<file path="config.mk">
export PLATFORM = sky130hd
export DESIGN_NAME = cascaded_angle_speed_pid_top
export DESIGN_NICKNAME = d
export VERILOG_FILES = /design/src/design/caspid_pkg.sv /design/src/design/caspid_ctrl.sv /design/src/design/caspid_dp.sv /design/src/design/cascaded_angle_speed_pid_top.sv
export SDC_FILE = /design/constraint.sdc
export NUM_CORES = 2
export LEC_CHECK = 0
export ABC_CLOCK_PERIOD_IN_PS = 24500
export BUFFER_PORTS_ARGS = -buffer_cell sky130_fd_sc_hd__buf_2
export CELL_PAD_IN_SITES_DETAIL_PLACEMENT = 1
export CELL_PAD_IN_SITES_GLOBAL_PLACEMENT = 1
export CORE_MARGIN = 10
export CORE_UTILIZATION = 55
export CTS_CLUSTER_SIZE = 12
export DETAILED_ROUTE_END_ITERATION = 16
export PLACE_DENSITY = 0.86
export SETUP_SLACK_MARGIN = 0.1
export SLEW_MARGIN = 25
export SYNTH_ARGS = -nofsm -noshare
export SYNTH_HDL_FRONTEND = slang
export SYNTH_HIERARCHICAL = 1
export SYNTH_SLANG_ARGS = --single-unit
</file>
<file path="constraint.sdc">
create_clock -name clk -period 24.5 [get_ports clk]
set_input_delay 1.225 -clock clk [delete_from_list [all_inputs] [get_ports clk]]
set_output_delay 1.225 -clock clk [all_outputs]
set_load 0.01 [all_outputs]
</file>
<file path="src/design/caspid_pkg.sv">
// ----------------------------------------------------------------------------
// Cascaded angle and speed PID: shared types and constants
// Widths, register indexes, controller states and datapath operations used by
// the controller, the datapath and the top level.
// ----------------------------------------------------------------------------
package caspid_pkg;

	localparam int ANGLE_FRAC_BITS_DEF = 12;
	localparam int GAIN_FRAC_BITS_DEF  = 16;

	localparam int FIELD_W    = 16;
	localparam int GAIN_W     = 32;
	localparam int INTEG_W    = 32;
	localparam int ERR_W      = 18;
	localparam int DERR_W     = 19;
	localparam int SERR_W     = 17;
	localparam int DSERR_W    = 18;
	localparam int MUL_B_W    = 19;
	localparam int PROD_W     = GAIN_W + MUL_B_W;
	localparam int ACC_W      = 56;
	localparam int CFG_IDX_W  = 3;
	localparam int CFG_DATA_W = 64;

	localparam longint unsigned PI_Q30    = 64'd3373259426;
	localparam longint          INT32_TOP = 64'd2147483647;
	localparam logic [FIELD_W-1:0] OUT_CAP = 16'd32767;

	localparam logic [CFG_IDX_W-1:0] CFG_ANGLE_KP = 3'd0;
	localparam logic [CFG_IDX_W-1:0] CFG_ANGLE_KI = 3'd1;
	localparam logic [CFG_IDX_W-1:0] CFG_ANGLE_KD = 3'd2;
	localparam logic [CFG_IDX_W-1:0] CFG_SPEED_KP = 3'd3;
	localparam logic [CFG_IDX_W-1:0] CFG_SPEED_KI = 3'd4;
	localparam logic [CFG_IDX_W-1:0] CFG_SPEED_KD = 3'd5;
	localparam logic [CFG_IDX_W-1:0] CFG_SPEED_KFF = 3'd6;
	localparam logic [CFG_IDX_W-1:0] CFG_LIMITS  = 3'd7;

	typedef enum logic [3:0] {
		ST_IDLE, ST_ERR, ST_AP, ST_AI, ST_AD, ST_AS, ST_AO, ST_TGT,
		ST_SE, ST_SP, ST_SI, ST_SD, ST_SF, ST_SS, ST_SO, ST_OUT
	} state_t;

	typedef enum logic [3:0] {
		OP_NONE, OP_ERR, OP_AP, OP_AI, OP_AD, OP_AS, OP_AO, OP_TGT,
		OP_SE, OP_SP, OP_SI, OP_SD, OP_SF, OP_SS, OP_SO, OP_OUT
	} op_t;

	typedef struct packed {
		logic load_in;
		op_t  op;
	} dp_cmd_t;

	// pi rounded to fb fraction bits.
	function automatic logic signed [ERR_W-1:0] pi_q(input int fb);
		longint unsigned v;
		v = (PI_Q30 + (64'd1 << (29 - fb))) >> (30 - fb);
		return ERR_W'(v);
	endfunction

endpackage

</file>
<file path="src/design/caspid_ctrl.sv">
// ----------------------------------------------------------------------------
// Cascaded angle and speed PID: controller
// Steps the datapath through the outer and inner loop sequence and owns the
// handshake state of both channels.
// ----------------------------------------------------------------------------
module caspid_ctrl (
	input  logic                clk,
	input  logic                arst_n,
	input  logic                in_valid,
	output logic                in_stall,
	output logic                out_valid,
	input  logic                out_stall,
	output caspid_pkg::dp_cmd_t cmd
);
	import caspid_pkg::*;

	state_t state_q, state_d;
	logic   out_valid_q, out_valid_d;

	always_ff @(posedge clk or negedge arst_n) begin
		if (!arst_n) begin
			state_q     <= ST_IDLE;
			out_valid_q <= 1'b0;
		end else begin
			state_q     <= state_d;
			out_valid_q <= out_valid_d;
		end
	end

	always_comb begin
		state_d     = state_q;
		cmd.load_in = 1'b0;
		cmd.op      = OP_NONE;
		out_valid_d = out_valid_q && out_stall;
		case (state_q)
			ST_IDLE: begin
				if (in_valid) begin
					cmd.load_in = 1'b1;
					state_d     = ST_ERR;
				end
			end
			ST_ERR: begin cmd.op = OP_ERR; state_d = ST_AP;  end
			ST_AP:  begin cmd.op = OP_AP;  state_d = ST_AI;  end
			ST_AI:  begin cmd.op = OP_AI;  state_d = ST_AD;  end
			ST_AD:  begin cmd.op = OP_AD;  state_d = ST_AS;  end
			ST_AS:  begin cmd.op = OP_AS;  state_d = ST_AO;  end
			ST_AO:  begin cmd.op = OP_AO;  state_d = ST_TGT; end
			ST_TGT: begin cmd.op = OP_TGT; state_d = ST_SE;  end
			ST_SE:  begin cmd.op = OP_SE;  state_d = ST_SP;  end
			ST_SP:  begin cmd.op = OP_SP;  state_d = ST_SI;  end
			ST_SI:  begin cmd.op = OP_SI;  state_d = ST_SD;  end
			ST_SD:  begin cmd.op = OP_SD;  state_d = ST_SF;  end
			ST_SF:  begin cmd.op = OP_SF;  state_d = ST_SS;  end
			ST_SS:  begin cmd.op = OP_SS;  state_d = ST_SO;  end
			ST_SO:  begin cmd.op = OP_SO;  state_d = ST_OUT; end
			ST_OUT: begin
				// The result register is loaded once the previous item has left.
				if (!out_valid_q || !out_stall) begin
					cmd.op      = OP_OUT;
					out_valid_d = 1'b1;
					state_d     = ST_IDLE;
				end
			end
			default: state_d = ST_IDLE;
		endcase
	end

	assign in_stall  = (state_q != ST_IDLE);
	assign out_valid = out_valid_q;

endmodule

</file>
<file path="src/design/caspid_dp.sv">
// ----------------------------------------------------------------------------
// Cascaded angle and speed PID: datapath
// Configuration registers, loop state, one shared registered multiplier and a
// wide accumulator with a symmetric clamp.
// ----------------------------------------------------------------------------
module caspid_dp #(
	parameter int ANGLE_FRAC_BITS = caspid_pkg::ANGLE_FRAC_BITS_DEF,
	parameter int GAIN_FRAC_BITS  = caspid_pkg::GAIN_FRAC_BITS_DEF
) (
	input  logic                                     clk,
	input  logic                                     arst_n,
	input  caspid_pkg::dp_cmd_t                      cmd,
	input  logic                                     cfg_we,
	input  logic [caspid_pkg::CFG_IDX_W-1:0]         cfg_index,
	input  logic [caspid_pkg::CFG_DATA_W-1:0]        cfg_data,
	input  logic signed [caspid_pkg::FIELD_W-1:0]    angle_setpoint,
	input  logic signed [caspid_pkg::FIELD_W-1:0]    angle_measured,
	input  logic signed [caspid_pkg::FIELD_W-1:0]    speed_measured,
	input  logic                                     wrap_enable,
	output logic signed [caspid_pkg::FIELD_W-1:0]    drive_command,
	output logic signed [caspid_pkg::FIELD_W-1:0]    target_speed,
	output logic                                     drive_saturated
);
	import caspid_pkg::*;

	localparam logic signed [ERR_W-1:0] PI_Q   = pi_q(ANGLE_FRAC_BITS);
	localparam logic signed [ERR_W-1:0] TWO_PI = PI_Q + PI_Q;

	logic signed [GAIN_W-1:0] akp_q, aki_q, akd_q, skp_q, ski_q, skd_q, skff_q;
	logic [CFG_DATA_W-1:0]    limits_q;

	logic signed [FIELD_W-1:0] sp_q, meas_q, rpm_q;
	logic                      wrap_q;

	logic signed [ERR_W-1:0]   err_q, aprev_q;
	logic signed [DERR_W-1:0]  derr_q;
	logic signed [INTEG_W-1:0] aint_q, sint_q;
	logic signed [FIELD_W-1:0] tgt_q;
	logic signed [SERR_W-1:0]  serr_q, sprev_q;
	logic signed [DSERR_W-1:0] dserr_q;
	logic signed [PROD_W-1:0]  prod_q;
	logic signed [ACC_W-1:0]   acc_q;
	logic                      sat_q;

	logic signed [FIELD_W-1:0] drive_q, tgt_out_q;
	logic                      sat_out_q;

	logic signed [ERR_W-1:0]   err_raw, err_w;
	logic signed [SERR_W-1:0]  serr_w;
	logic signed [GAIN_W-1:0]  mul_a;
	logic signed [MUL_B_W-1:0] mul_b;
	logic signed [ACC_W-1:0]   prod_ext, prod_fl;
	logic signed [ACC_W-1:0]   cl_in, cl_bnd, cl_out;
	logic                      cl_hit;
	logic signed [ACC_W-1:0]   ai_bnd, ao_bnd, si_bnd, so_bnd;

	function automatic logic signed [ACC_W-1:0] int_bound(input logic [FIELD_W-1:0] l);
		logic [ACC_W-1:0] b;
		b = {{(ACC_W-FIELD_W){1'b0}}, l} << GAIN_FRAC_BITS;
		if (b > ACC_W'(INT32_TOP))
			b = ACC_W'(INT32_TOP);
		return $signed(b);
	endfunction

	function automatic logic signed [ACC_W-1:0] out_bound(input logic [FIELD_W-1:0] l);
		logic [FIELD_W-1:0] c;
		c = (l > OUT_CAP) ? OUT_CAP : l;
		return $signed({{(ACC_W-FIELD_W){1'b0}}, c} << GAIN_FRAC_BITS);
	endfunction

	// Shift right by the gain fraction, rounding toward zero.
	function automatic logic signed [FIELD_W-1:0] trunc_whole(input logic signed [ACC_W-1:0] v);
		logic signed [ACC_W-1:0] bias;
		logic signed [ACC_W-1:0] s;
		bias = $signed({{(ACC_W-GAIN_FRAC_BITS){1'b0}}, {GAIN_FRAC_BITS{v[ACC_W-1]}}});
		s    = (v + bias) >>> GAIN_FRAC_BITS;
		return s[FIELD_W-1:0];
	endfunction

	assign ai_bnd = int_bound(limits_q[15:0]);
	assign ao_bnd = out_bound(limits_q[31:16]);
	assign si_bnd = int_bound(limits_q[47:32]);
	assign so_bnd = out_bound(limits_q[63:48]);

	// Angle error, wrapped once into plus or minus pi when requested.
	always_comb begin
		err_raw = ERR_W'(sp_q) - ERR_W'(meas_q);
		err_w   = err_raw;
		if (wrap_q) begin
			if (err_raw > PI_Q)
				err_w = err_raw - TWO_PI;
			else if (err_raw < -PI_Q)
				err_w = err_raw + TWO_PI;
		end
	end

	assign serr_w = SERR_W'(tgt_q) - SERR_W'(rpm_q);

	// Outer loop products carry angle fraction bits and are floored away.
	assign prod_ext = ACC_W'(prod_q);
	assign prod_fl  = prod_ext >>> ANGLE_FRAC_BITS;

	always_comb begin
		mul_a = '0;
		mul_b = '0;
		case (cmd.op)
			OP_AP:   begin mul_a = akp_q;  mul_b = MUL_B_W'(err_q);   end
			OP_AI:   begin mul_a = aki_q;  mul_b = MUL_B_W'(err_q);   end
			OP_AD:   begin mul_a = akd_q;  mul_b = MUL_B_W'(derr_q);  end
			OP_SP:   begin mul_a = skp_q;  mul_b = MUL_B_W'(serr_q);  end
			OP_SI:   begin mul_a = ski_q;  mul_b = MUL_B_W'(serr_q);  end
			OP_SD:   begin mul_a = skd_q;  mul_b = MUL_B_W'(dserr_q); end
			OP_SF:   begin mul_a = skff_q; mul_b = MUL_B_W'(tgt_q);   end
			default: begin mul_a = '0;     mul_b = '0;                end
		endcase
	end

	always_comb begin
		cl_in  = acc_q;
		cl_bnd = so_bnd;
		case (cmd.op)
			OP_AD:   begin cl_in = ACC_W'(aint_q) + prod_fl;  cl_bnd = ai_bnd; end
			OP_AO:   begin cl_in = acc_q + ACC_W'(aint_q);    cl_bnd = ao_bnd; end
			OP_SD:   begin cl_in = ACC_W'(sint_q) + prod_ext; cl_bnd = si_bnd; end
			OP_SO:   begin cl_in = acc_q + ACC_W'(sint_q);    cl_bnd = so_bnd; end
			default: begin cl_in = acc_q;                     cl_bnd = so_bnd; end
		endcase
		cl_hit = 1'b1;
		if (cl_in > cl_bnd)
			cl_out = cl_bnd;
		else if (cl_in < -cl_bnd)
			cl_out = -cl_bnd;
		else begin
			cl_out = cl_in;
			cl_hit = 1'b0;
		end
	end

	always_ff @(posedge clk or negedge arst_n) begin
		if (!arst_n) begin
			akp_q    <= '0;
			aki_q    <= '0;
			akd_q    <= '0;
			skp_q    <= '0;
			ski_q    <= '0;
			skd_q    <= '0;
			skff_q   <= '0;
			limits_q <= '0;
		end else if (cfg_we) begin
			case (cfg_index)
				CFG_ANGLE_KP:  akp_q    <= $signed(cfg_data[GAIN_W-1:0]);
				CFG_ANGLE_KI:  aki_q    <= $signed(cfg_data[GAIN_W-1:0]);
				CFG_ANGLE_KD:  akd_q    <= $signed(cfg_data[GAIN_W-1:0]);
				CFG_SPEED_KP:  skp_q    <= $signed(cfg_data[GAIN_W-1:0]);
				CFG_SPEED_KI:  ski_q    <= $signed(cfg_data[GAIN_W-1:0]);
				CFG_SPEED_KD:  skd_q    <= $signed(cfg_data[GAIN_W-1:0]);
				CFG_SPEED_KFF: skff_q   <= $signed(cfg_data[GAIN_W-1:0]);
				CFG_LIMITS:    limits_q <= cfg_data;
				default:       limits_q <= limits_q;
			endcase
		end
	end

	// Loop state carried from item to item.
	always_ff @(posedge clk or negedge arst_n) begin
		if (!arst_n) begin
			aprev_q <= '0;
			aint_q  <= '0;
			sprev_q <= '0;
			sint_q  <= '0;
		end else begin
			case (cmd.op)
				OP_ERR:  aprev_q <= err_w;
				OP_AD:   aint_q  <= cl_out[INTEG_W-1:0];
				OP_SE:   sprev_q <= serr_w;
				OP_SD:   sint_q  <= cl_out[INTEG_W-1:0];
				default: aprev_q <= aprev_q;
			endcase
		end
	end

	always_ff @(posedge clk) begin
		prod_q <= mul_a * mul_b;
		if (cmd.load_in) begin
			sp_q   <= angle_setpoint;
			meas_q <= angle_measured;
			rpm_q  <= speed_measured;
			wrap_q <= wrap_enable;
		end
		case (cmd.op)
			OP_ERR: begin
				err_q  <= err_w;
				derr_q <= DERR_W'(err_w) - DERR_W'(aprev_q);
			end
			OP_AI:  acc_q <= prod_fl;
			OP_AS:  acc_q <= acc_q + prod_fl;
			OP_AO:  acc_q <= cl_out;
			OP_TGT: tgt_q <= trunc_whole(acc_q);
			OP_SE: begin
				serr_q  <= serr_w;
				dserr_q <= DSERR_W'(serr_w) - DSERR_W'(sprev_q);
			end
			OP_SI:  acc_q <= prod_ext;
			OP_SF:  acc_q <= acc_q + prod_ext;
			OP_SS:  acc_q <= acc_q + prod_ext;
			OP_SO: begin
				acc_q <= cl_out;
				sat_q <= cl_hit;
			end
			OP_OUT: begin
				drive_q   <= trunc_whole(acc_q);
				tgt_out_q <= tgt_q;
				sat_out_q <= sat_q;
			end
			default: acc_q <= acc_q;
		endcase
	end

	assign drive_command   = drive_q;
	assign target_speed    = tgt_out_q;
	assign drive_saturated = sat_out_q;

endmodule

</file>
<file path="src/design/cascaded_angle_speed_pid_top.sv">
// ----------------------------------------------------------------------------
// Cascaded angle and speed PID controller
// Outer angle PID feeding an inner speed PID with feed-forward, fixed point.
//
//   channel  handshake              payload
//   in       in_valid / in_stall    angle_setpoint, angle_measured,
//                                   speed_measured, wrap_enable
//   out      out_valid / out_stall  drive_command, target_speed, drive_saturated
//   cfg      cfg_valid / cfg_ready  cfg_index, cfg_data
//
// After acceptance the controller walks an item through 15 datapath
// steps using one shared 32x19 multiplier and one accumulator, with
// seven products and four add-and-clamp steps.
// Reset clears the gains, the limits and both loops' integrals and previous errors.
// A stalled result holds the last step until the output register is free;
// the next item can be accepted while a result waits.
// ----------------------------------------------------------------------------
module cascaded_angle_speed_pid_top #(
	parameter int ANGLE_FRAC_BITS = caspid_pkg::ANGLE_FRAC_BITS_DEF,
	parameter int GAIN_FRAC_BITS  = caspid_pkg::GAIN_FRAC_BITS_DEF
) (
	input  logic                                  clk,
	input  logic                                  arst_n,
	input  logic                                  in_valid,
	output logic                                  in_stall,
	input  logic signed [caspid_pkg::FIELD_W-1:0] angle_setpoint,
	input  logic signed [caspid_pkg::FIELD_W-1:0] angle_measured,
	input  logic signed [caspid_pkg::FIELD_W-1:0] speed_measured,
	input  logic                                  wrap_enable,
	output logic                                  out_valid,
	input  logic                                  out_stall,
	output logic signed [caspid_pkg::FIELD_W-1:0] drive_command,
	output logic signed [caspid_pkg::FIELD_W-1:0] target_speed,
	output logic                                  drive_saturated,
	input  logic                                  cfg_valid,
	output logic                                  cfg_ready,
	input  logic [caspid_pkg::CFG_IDX_W-1:0]      cfg_index,
	input  logic [caspid_pkg::CFG_DATA_W-1:0]     cfg_data
);
	import caspid_pkg::*;

	dp_cmd_t cmd;

	assign cfg_ready = 1'b1;

	caspid_ctrl u_ctrl (
		.clk       (clk),
		.arst_n    (arst_n),
		.in_valid  (in_valid),
		.in_stall  (in_stall),
		.out_valid (out_valid),
		.out_stall (out_stall),
		.cmd       (cmd)
	);

	caspid_dp #(
		.ANGLE_FRAC_BITS (ANGLE_FRAC_BITS),
		.GAIN_FRAC_BITS  (GAIN_FRAC_BITS)
	) u_dp (
		.clk             (clk),
		.arst_n          (arst_n),
		.cmd             (cmd),
		.cfg_we          (cfg_valid && cfg_ready),
		.cfg_index       (cfg_index),
		.cfg_data        (cfg_data),
		.angle_setpoint  (angle_setpoint),
		.angle_measured  (angle_measured),
		.speed_measured  (speed_measured),
		.wrap_enable     (wrap_enable),
		.drive_command   (drive_command),
		.target_speed    (target_speed),
		.drive_saturated (drive_saturated)
	);

`ifndef SYNTHESIS
	// Only one item is in the loops at a time.
	a_one_item: assert property (@(posedge clk) disable iff (!arst_n)
		(in_valid && !in_stall) |=> in_stall)
		else $error("second item accepted while the loops were busy");

	// A new result appears only at the end of an item's sequence.
	a_result_from_item: assert property (@(posedge clk) disable iff (!arst_n)
		$rose(out_valid) |-> $past(in_stall))
		else $error("result raised without an item in progress");
`endif

endmodule
</file>
# After elaboration in Yosys (flattened, before gate mapping)

Index checks and enable logic that the tools add are counted.

Flip-flop bits (word level): 670
Output and inout bits: 36

Reductions and logical operators: 21
Add/subtract/negate cells: 14
Equality and inequality tests: 39
Multipliers: 1
Order comparisons: 8
Multiplexer cells: 24

Operators by type and width:

| operator                                                                           | count |
|---|---|
| 56-bit one-hot mux with 5 select lines                                             | 1 |
| 32-bit one-hot mux with 7 select lines                                             | 1 |
| 56-bit one-hot mux with 4 select lines                                             | 1 |
| 56-bit one-hot mux with 3 select lines                                             | 1 |
| 56-bit by 32-bit adder with 56-bit output                                          | 2 |
| 56-bit 2-to-1 mux                                                                  | 2 |
| 19-bit one-hot mux with 5 select lines                                             | 1 |
| 4-bit == test (second input constant)                                              | 16 |
| 32-bit by 31-bit greater-than comparator with 1-bit output (second input constant) | 2 |
| 32-bit 2-to-1 mux                                                                  | 2 |
| 4-bit one-hot mux with 16 select lines                                             | 1 |
| 4-bit one-hot mux with 15 select lines                                             | 1 |
| 56-bit by 39-bit adder with 56-bit output                                          | 1 |
| 56-bit by 51-bit adder with 56-bit output                                          | 1 |
| 56-bit greater-than comparator                                                     | 1 |
| 56-bit less-than comparator                                                        | 1 |
| 56-bit negation                                                                    | 1 |
| 18-bit 2-to-1 mux                                                                  | 3 |
| 32-bit by 51-bit adder with 52-bit output                                          | 1 |
| 32-bit by 19-bit multiplier with 51-bit output                                     | 1 |
| 32-bit by 39-bit adder with 40-bit output                                          | 1 |
| 16-bit by 16-bit subtractor with 17-bit output                                     | 2 |
| 32-bit by 17-bit adder with 32-bit output                                          | 1 |
| 4-bit by 3-bit == test with 1-bit output (second input constant)                   | 8 |
| 26 further kinds                                                                   | 54 |

# Depth between registers and ports, before layout

Depth in word-level cells: 11
Gate-level depth with buffers: 45

# Modules after synthesis

Netlist, hierarchy kept.

Modules (own cells, without submodules):

| module                       | seq. area each (um^2) | times used | area an instance (um^2) | cells each |
|---|---|---|---|---|
| caspid_dp                    | 17521.8               | 1          | 66416.2                 | 7136 |
| caspid_ctrl                  | 125.1                 | 1          | 407.9                   | 45 |
| cascaded_angle_speed_pid_top | 0.0                   | 1          | 11.3                    | 2 |

# Worst setup path after synthesis

Ideal clock, no wire load.

Kind: in2reg
Start point: in out_stall
End point: reg u_dp.prod_q[47]
Data arrival time: 11.044 ns
Setup time: 0.072 ns
Path slack: 13.384 ns
Cell stages on the path: 44
Path buffers: 9
Path through: nand3_1 > nand2_1 > a21boi_0 > clkbuf_1 > nand2b_1 > clkbuf_1 > nor2_1 > clkbuf_1 > clkbuf_1 > clkbuf_1 > clkbuf_1 > clkbuf_1 > clkbuf_1 > nand2_1 > nand4_1 > clkbuf_1 > nand2_1 > fa_1 > (+8 left out) > fa_1 > inv_1 > ha_1 > ha_1 > a21o_1 > a21oi_1 > o21bai_1 > a2111o_1 > a41oi_1 > nor3_1 > o31ai_1 > a21oi_1 > o41ai_1 > o311a_1 > o211ai_1 > a21o_1 > a21oi_1 > xnor2_1

RTL lines:

| what                 | RTL line                           | RTL |
|---|---|---|
| start, declared      | cascaded_angle_speed_pid_top.sv:31 | `input logic out_stall,` |
| end signal, assigned | caspid_dp.sv:183                   | `prod_q <= mul_a * mul_b;` |
| end, declared        | caspid_dp.sv:41                    | `logic signed [PROD_W-1:0] prod_q;` |

==> out/qor.txt <==
Status = finished clean
Vias post-DR = 62930
Slowest-stage cell, CP = buf_4
Critical Path Most Common Cell = fa_1
Row count = 127
CP max stage delay = 890 ps
Post-Syn Area = 0.06684 mm^2
# Max-Cap Violations = 0
RD Place Congestion = 1.075
Die Width = 368.6 um
Die H = 368.6 um
Unrepaired setup endpoints after global routing = false
Async SR Flop Fraction = 58.51%
Largest register FFs = 64
CTS tree = done
Crit. End Element = flop
Tightest Pin Transition = 1178 ps
Clk slew on worst S/H paths = 70 ps
Area post-placement = 0.06935 mm^2
Worst EP required = 25110 ps
Final worst-path cycle share = 52.64%
Hpwl dp = 222100 um
IO Count = 157
Slew HR = 20.62%
Placed cells = 8711
CP max FO = 61
Yosys reg bits = 670
Final WL = 317000 um
Clk_lat worst skew = 730 ps
All-layer global routing usage = 44.45%
Fin nets = 8405
WP data arrival = 13510 ps
Commonest register cell after synthesis = dfrtp_1
Number of synthesized flops with an enable pin = 227
Initial Util = 55.56%
Startpoint types = flop
Initial antenna violation count = 44
H-tree depth = 3
Fin. max-slew vios = 0
Yosys cell types = 94
Setup_tns = 0 ps
Largest net degree at the start of global routing = 88
Port-buffer cells = 155
Hold Fails Final Rpt = 0
Critical path class = reg2reg
Avg Cell Area, Syn = 9.305 um^2
Clock Path Buffers = 3
Area grow syn2layout = 7.855%
Die Footprint = 0.1359 mm^2
DR vias/cell = 7.077
Post-route non-filler standard cell count = 8892
Sequential share of the synthesized area = 26.40%
Post-route minimum period = 12900 ps
Setup Skew = 65.23 ps
Clock Sinks = 670
Tightest Hold Check Type = reg2reg
DRT antenna net count = 0
Synth area leaders = fa_1 18%, dfrtp_1 15%, edfxtp_1 10%
Reg with most FFs = u_dp/limits_q
Initial DRC Count = 8248
Residual DRC = 0
Commonest cells in the netlist = 817 x inv_1, 752 x nand2_1, 598 x fa_1
Yosys warnings = 6
Area leader, netlist = fa_1
Post-CTS sizing = 0
FF/Latch Area = 0.01765 mm^2
Share of cells above drive strength 1 = 11.87%
Post-CTS setup buffer count = 0
Vias in the first global route = 66890
Synth top area share = 17.91%
GRT overflow = 0
Synthesized instance count = 7183
Fill cells = 13480
Final setup violation count = 0
Top-count cell post-synth = inv_1
Fmax = 77.54 MHz
Hold buffers post-CTS = 0
First-pass GRT wire length = 448500 um
CTS Buf Count = 78
Root Buffer Master = clkbuf_16
Post-DR wirelength/cell = 35.66 um
Largest registers = u_dp/limits_q: 64 flops, u_dp/acc_q: 56 flops, u_dp/prod_q: 51 flops
Core Area = 0.1203 mm^2
Pre-antenna DRT Iters = 13
Syn Nets = 8404
Area taken by multi-input logic gates = 0.04496 mm^2
Final hold slack = 458.3 ps
Fin area = 0.07209 mm^2
[cells by family after synthesis]
group | Yosys count | share of synthesized area, %
buffers and inverters | 1176 | 6.650
AO/OA/AOI/OAI | 1590 | 15.65
XOR/XNOR | 294 | 3.853
flip-flops | 670 | 26.40
multiplexers | 417 | 6.973
AND/OR/NAND/NOR | 1934 | 13.15
other | 2 | 0.01124
adder cells (fa/ha/maj) | 1100 | 27.31
[worst max-delay path, delay by kind of cell (launching register included)]
family / cells / cell delay, ps
AOI/OAI and AO/OA: 14 / 4930
adders and majority gates: 9 / 3820
and+or+nand+nor: 6 / 1700
buffers and inverters: 6 / 1660
DFF: 1 / 410
xor gates and xnor gates: 1 / 130
[worst paths after layout]
| kind | cells past startpoint | endpoint | start | slack [ps] |
|---|---|---|---|---|
| max reg2reg | 36 | u_dp/prod_q[47]$_DFF_P_ | u_ctrl/state_q[0]$_DFFE_PN0P_ | 11600 |
| min | 0 | u_dp/drive_saturated$_DFFE_PN_ | u_dp/sat_q$_SDFFCE_PP1P_ | 460 |
| min reg2reg | 0 | u_dp/drive_saturated$_DFFE_PN_ | u_dp/sat_q$_SDFFCE_PP1P_ | 460 |
| max in group asynchronous | 4 | u_dp/limits_q[44]$_DFFE_PN0P_ | arst_n | 20980 |
| min in group asynchronous | 1 | u_dp/aprev_q[0]$_DFFE_PN0N_ | arst_n | 480 |
| max | 36 | u_dp/prod_q[47]$_DFF_P_ | u_ctrl/state_q[0]$_DFFE_PN0P_ | 11600 |
[metal layers]
metal | wire (um) | track usage, % | up-vias
li1 | - | - | 24920
met1 | 104400 | 49.28 | 31000
met2 | 138300 | 68.67 | 5027
met3 | 39650 | 15.62 | 1928
met4 | 34190 | 36.64 | 46
met5 | 486 | 0 | -
[area by class of cell]
type	instances	area share (%)
diodes	35	0.1215
clock buffers	109	3.010
clock inverters	32	0.5658
inverters	819	4.265
multi-input cells	5337	62.37
flip-flops and latches	670	24.48
well taps	1612	2.798
repair buffers	278	2.390
[per-stage QoR]
stage / utilization, % / setup WS, ps
finish: 59.93 / 11600
floorplan: - / 13380
global placement: 57.63 / 11890
global route: 59.87 / 11070
CTS: 59.79 / 11850
detailed placement: 57.65 / 11520
[layout by cell type (no fill, tap or decap), types with 39 or more instances in the layout]
| master | Yosys | routed |
|---|---|---|
| nor3_1 | 81 | 72 |
| clkbuf_16 | 0 | 79 |
| o21bai_1 | 48 | 48 |
| nor2_1 | 551 | 545 |
| ha_1 | 502 | 502 |
| dfrtp_1 | 392 | 392 |
| a21o_1 | 163 | 163 |
| o211ai_1 | 39 | 39 |
| a22oi_1 | 91 | 91 |
| edfxtp_1 | 227 | 227 |
| buf_2 | 5 | 156 |
| a222oi_1 | 68 | 68 |
| xor2_1 | 91 | 90 |
| a21oi_1 | 379 | 378 |
| a211oi_1 | 39 | 39 |
| o21ai_0 | 376 | 370 |
| nor2b_1 | 45 | 45 |
| nand2_1 | 752 | 751 |
| a31oi_1 | 48 | 47 |
| buf_4 | 4 | 116 |
| dfxtp_1 | 51 | 51 |
| xnor2_1 | 203 | 202 |
| nand4_1 | 109 | 109 |
| fa_1 | 598 | 598 |
| nand3_1 | 105 | 103 |
| inv_1 | 817 | 817 |
| and2_1 | 65 | 65 |
| mux2_2 | 387 | 387 |
| o21a_1 | 49 | 49 |
| and3_1 | 46 | 44 |
| o31ai_1 | 43 | 41 |
Power is left out: the tool's default activity adds up to more than one toggle a clock period on the data nets, which glitch-free logic cannot reach.
